File: config.mk
export PLATFORM = sky130hd
export DESIGN_NAME = trfw_div
export DESIGN_NICKNAME = d
export VERILOG_FILES = /design/src/rtl/trfw_div.sv
export SDC_FILE = /design/constraint.sdc
export NUM_CORES = 2
export LEC_CHECK = 0
export BUFFER_PORTS_ARGS = -buffer_cell sky130_fd_sc_hd__buf_2
export CORE_AREA = 2 2 496 547
export CTS_BUF_LIST = sky130_fd_sc_hd__clkbuf_16
export DETAILED_ROUTE_END_ITERATION = 7
export DIE_AREA = 0 0 498 549
export GPL_TIMING_DRIVEN = 1
export PLACE_DENSITY_LB_ADDON = 0.08
export SLEW_MARGIN = 20
export SYNTH_ARGS = -nofsm -noshare
export SYNTH_HDL_FRONTEND = slang
export SYNTH_SLANG_ARGS = --single-unit
export TNS_END_PERCENT = 100
File: constraint.sdc
create_clock -name aclk -period 8.25 [get_ports aclk]
set_input_delay 1.65 -clock aclk [delete_from_list [all_inputs] [get_ports aclk]]
set_output_delay 1.65 -clock aclk [all_outputs]
set_load 0.03 [all_outputs]
File: src/rtl/trfw_div.sv
// ----------------------------------------------------------------------------
// Pipelined restoring divider
// One quotient bit per register stage, with a valid bit and sideband data
// that travel alongside the operands.
// ----------------------------------------------------------------------------
module trfw_div #(
    parameter int NUM_W  = 32,
    parameter int DEN_W  = 16,
    parameter int SIDE_W = 1
) (
    input  logic              aclk,
    input  logic              aresetn,
    input  logic              en,
    input  logic              in_valid,
    input  logic [NUM_W-1:0]  num,
    input  logic [DEN_W-1:0]  den,
    input  logic [SIDE_W-1:0] in_side,
    output logic              out_valid,
    output logic [NUM_W-1:0]  quo,
    output logic [DEN_W-1:0]  rem,
    output logic [SIDE_W-1:0] out_side
);

    genvar i;
    for (i = 0; i < NUM_W; i++) begin : g_step
        logic              v_in;
        logic [NUM_W-1:0]  q_in;
        logic [DEN_W-1:0]  r_in;
        logic [DEN_W-1:0]  d_in;
        logic [SIDE_W-1:0] s_in;
        logic [DEN_W:0]    shifted;
        logic [DEN_W:0]    diff;
        logic              ge;
        logic              v_reg;
        logic [NUM_W-1:0]  q_reg;
        logic [DEN_W-1:0]  r_reg;
        logic [DEN_W-1:0]  d_reg;
        logic [SIDE_W-1:0] side_reg;

        if (i == 0) begin : g_first
            assign v_in = in_valid;
            assign q_in = num;
            assign r_in = '0;
            assign d_in = den;
            assign s_in = in_side;
        end else begin : g_rest
            assign v_in = g_step[i-1].v_reg;
            assign q_in = g_step[i-1].q_reg;
            assign r_in = g_step[i-1].r_reg;
            assign d_in = g_step[i-1].d_reg;
            assign s_in = g_step[i-1].side_reg;
        end

        assign shifted = {r_in, q_in[NUM_W-1]};
        assign ge      = shifted >= {1'b0, d_in};
        assign diff    = shifted - {1'b0, d_in};

        always_ff @(posedge aclk) begin
            if (!aresetn) begin
                v_reg <= 1'b0;
            end else if (en) begin
                v_reg <= v_in;
            end
        end

        always_ff @(posedge aclk) begin
            if (en) begin
                q_reg    <= {q_in[NUM_W-2:0], ge};
                r_reg    <= ge ? diff[DEN_W-1:0] : shifted[DEN_W-1:0];
                d_reg    <= d_in;
                side_reg <= s_in;
            end
        end
    end

    assign out_valid = g_step[NUM_W-1].v_reg;
    assign quo       = g_step[NUM_W-1].q_reg;
    assign rem       = g_step[NUM_W-1].r_reg;
    assign out_side  = g_step[NUM_W-1].side_reg;

endmodule

==> summary.txt <==
Critical Path Stages - 9
CP delay by family, top - simple AND/OR/NAND/NOR gates
Ports - 103
Most repeated cell in the gate-level netlist after synthesis - edfxtp_1
Setup violations, final - 0
Synth top area cells - edfxtp_1, ha_1, mux2_2, inv_1, xnor2_1
Startpoint types - flip-flop
Total power - 39.15 mW
Post-synthesis cell type count - 88
Vias - 50636
Setup CP Type - flip-flop to flip-flop
RSZ-0062 raised after global routing - false
Critical Path Max Stage Delay - 0.78 ns
Outcome - finished, final reports clean
Critical Path Slowest Stage Cell - a2111oi_0
Critical path capture point type - flip-flop
Worst-path clk slew - 0.06 ns
CP bufs+invs - 2
Cell count after synthesis - 6489
Post-Syn Area - 0.09331 mm^2
Crit path arrival time - 4.49 ns
Reg-to-reg slack, setup - 4.35 ns
Area growth syn-to-layout - 13.22%
Final setup TNS - 0 ns
Post-cts resize count - 0
Die W - 498 um
Layout cells sized above 1 - 0.1206
CTS tree - yes
Bufs on Longest Clock Path - 4
Fin crit period - 3.899 ns
FF+latch count, synth - 2096
Slew HR - 0.3240
IO Port Bufs - 102
Hold buffers post-CTS - 0
Max-Cap Viols - 0
Sequential area share after synthesis - 0.6711
GR Util All Layers - 0.1315
Main synth FF type - edfxtp_1
TritonRoute pass-1 iters - 5
Top cell type by total area after synthesis - edfxtp_1
Post-CTS setup buffers - 0
VDD IR max - 0.1748 mV
Fin. Hold Viols - 0
Clock Skews - 0.04806 ns
Final WL - 182100 um
Synth top cells by count - edfxtp_1, inv_1, ha_1, nor2_1, a21oi_1
Placeable Area - 0.2685 mm^2
Fin. max-slew vios - 0
GRT Residual Overflow - 0
Gpl congestion - 0.8147
First-pass GRT wire length - 288300 um
Worst Tran Pin Value - 1.014 ns
Largest net degree at the start of global routing - 184
Hold path start - g_step[14].q_reg[2]
Ys async rst share - 0
Critical R2R Launch - g_step[8].d_reg[14]
Yosys top cell area share - 0.6642
H-tree Lvls - 4
Hold Crit Endpoint - g_step[15].q_reg[3]
Filler cell count - 25096
Final instance area - 0.1056 mm^2
TritonCTS buffer count - 236
Iteration-0 DRC Markers - 3427
Drt wl/cell - 17.33 um
Antenna violations before repair - 1
DRC errors left - 0
Critical Path, Cell by Cell - inv_1, ha_1, a2111oi_0, o41ai_1, or4_1, o31ai_1, or3b_1, inv_1, mux2_2
Vias in the first global route - 50943
Routed Antenna Nets - 0
Initial Util - 0.3475
Die area - 0.2734 mm^2
Worst path most repeated cell - inv_1
DPL Wire Length - 125000 um
Final hold slack - 0.3985 ns
Row cnt - 200
FMAX - 256.5 MHz
Post-synth EDFFs - 2064
Crit path setup slack, layout - 4.351 ns
Cell Area, Placed - 0.09830 mm^2
Layout net count - 7372
Hold depth - 0
Num Clock Sinks - 2096
PD cells - 370.6 mW/mm^2
Via density - 4.818
Root Buffer - clkbuf_16
Final period util - 0.4727
Die height - 549 um
Synthesis Warnings - 0
Worst EP required - 8.84 ns
Pre-CTS setup slack - 4.067 ns
Critical Path Fanout Max - 31
Class of the worst hold path - flip-flop to flip-flop
Clock latency on the worst-skew pair - 0.87 ns
Max FFs per register - 960
R2R depth - 9
Syn_nets - 7071
Static Leak - 40.55 nW
Post-Syn Area per Cell - 14.38 um^2
Reg2reg end - g_step[10].r_in[10]
[worst max-delay path by stage]
stage          slack, ns             endpoint                 from
2_1_floorplan       4.71   g_step[0].r_reg[0]              num[31]
5_1_grt             3.91  g_step[10].r_in[15]  g_step[8].d_reg[14]
4_1_cts             4.28  g_step[10].r_in[10]  g_step[8].d_reg[14]
6_report            4.35  g_step[10].r_in[10]  g_step[8].d_reg[14]
3_5_place_dp        4.07  g_step[0].r_reg[10]               den[3]
3_3_place_gp        3.94   g_step[0].r_reg[0]               den[3]
[per-layer routing]
metal | track usage | wire (um) | share of wire | vias to the layer above
li1 | - | - | - | 24924
met2 | 0.2224 | 88130 | 0.48 | 800
met5 | 0 | 0 | 0 | -
met4 | 0.04296 | 5367 | 0.029 | 0
met1 | 0.1721 | 81240 | 0.45 | 24575
met3 | 0.02140 | 7342 | 0.040 | 337
[where the power goes]
group / total, mW / internal, mW / switching, mW
clock network: 9.97 / 5.77 / 4.20
logic: 13.5 / 6.19 / 7.33
registers: 15.7 / 14.6 / 1.07
[cell type report]
type                       instances  area [um^2]  area share
sequential                      2096        62620      0.5927
multi-input combinational       3656        27870      0.2638
clock buffer                     237         5931     0.05614
tap                             3535         4423     0.04187
inverter                         658         2470     0.02338
clock inverter                   184         1384     0.01310
timing repair buffer             142        945.9    0.008954
antenna                            1        2.502  0.00002369
[cells in the final DEF (no fill, tap or decap), drive strengths merged, types with 43 or more instances in the layout]
cell type,Yosys,final
a21o,151,151
a21oi,308,308
a31oi,50,50
and3,43,43
buf,29,142
clkbuf,50,237
clkinv,0,106
edfxtp,2064,2064
ha,498,498
inv,658,709
mux2,278,278
mux2i,83,83
nand2,287,287
nand2b,46,46
nand3,69,69
nand4,69,69
nor2,338,338
nor2b,104,104
nor3,100,100
o21a,88,88
o21ai,260,260
o31ai,49,49
xnor2,215,215
xor2,113,113
[cells by family after synthesis]
kind of cell / Yosys count / synth area share
adder cells (fa/ha/maj): 529 / 0.07343
flip-flops: 2096 / 0.6711
XOR/XNOR: 328 / 0.03079
multiplexers: 361 / 0.04270
buffers and inverters: 737 / 0.03076
AND/OR/NAND/NOR: 1234 / 0.06521
AO/OA/AOI/OAI: 1204 / 0.08601
[metrics by stage]
stage	cells	util
floorplan	6489	-
global placement	10086	0.3661
detailed placement	10086	0.3661
CTS	10507	0.3934
global route	10509	0.3935
finish	10509	0.3935
Note: power is estimated with default switching activity, not from simulation.
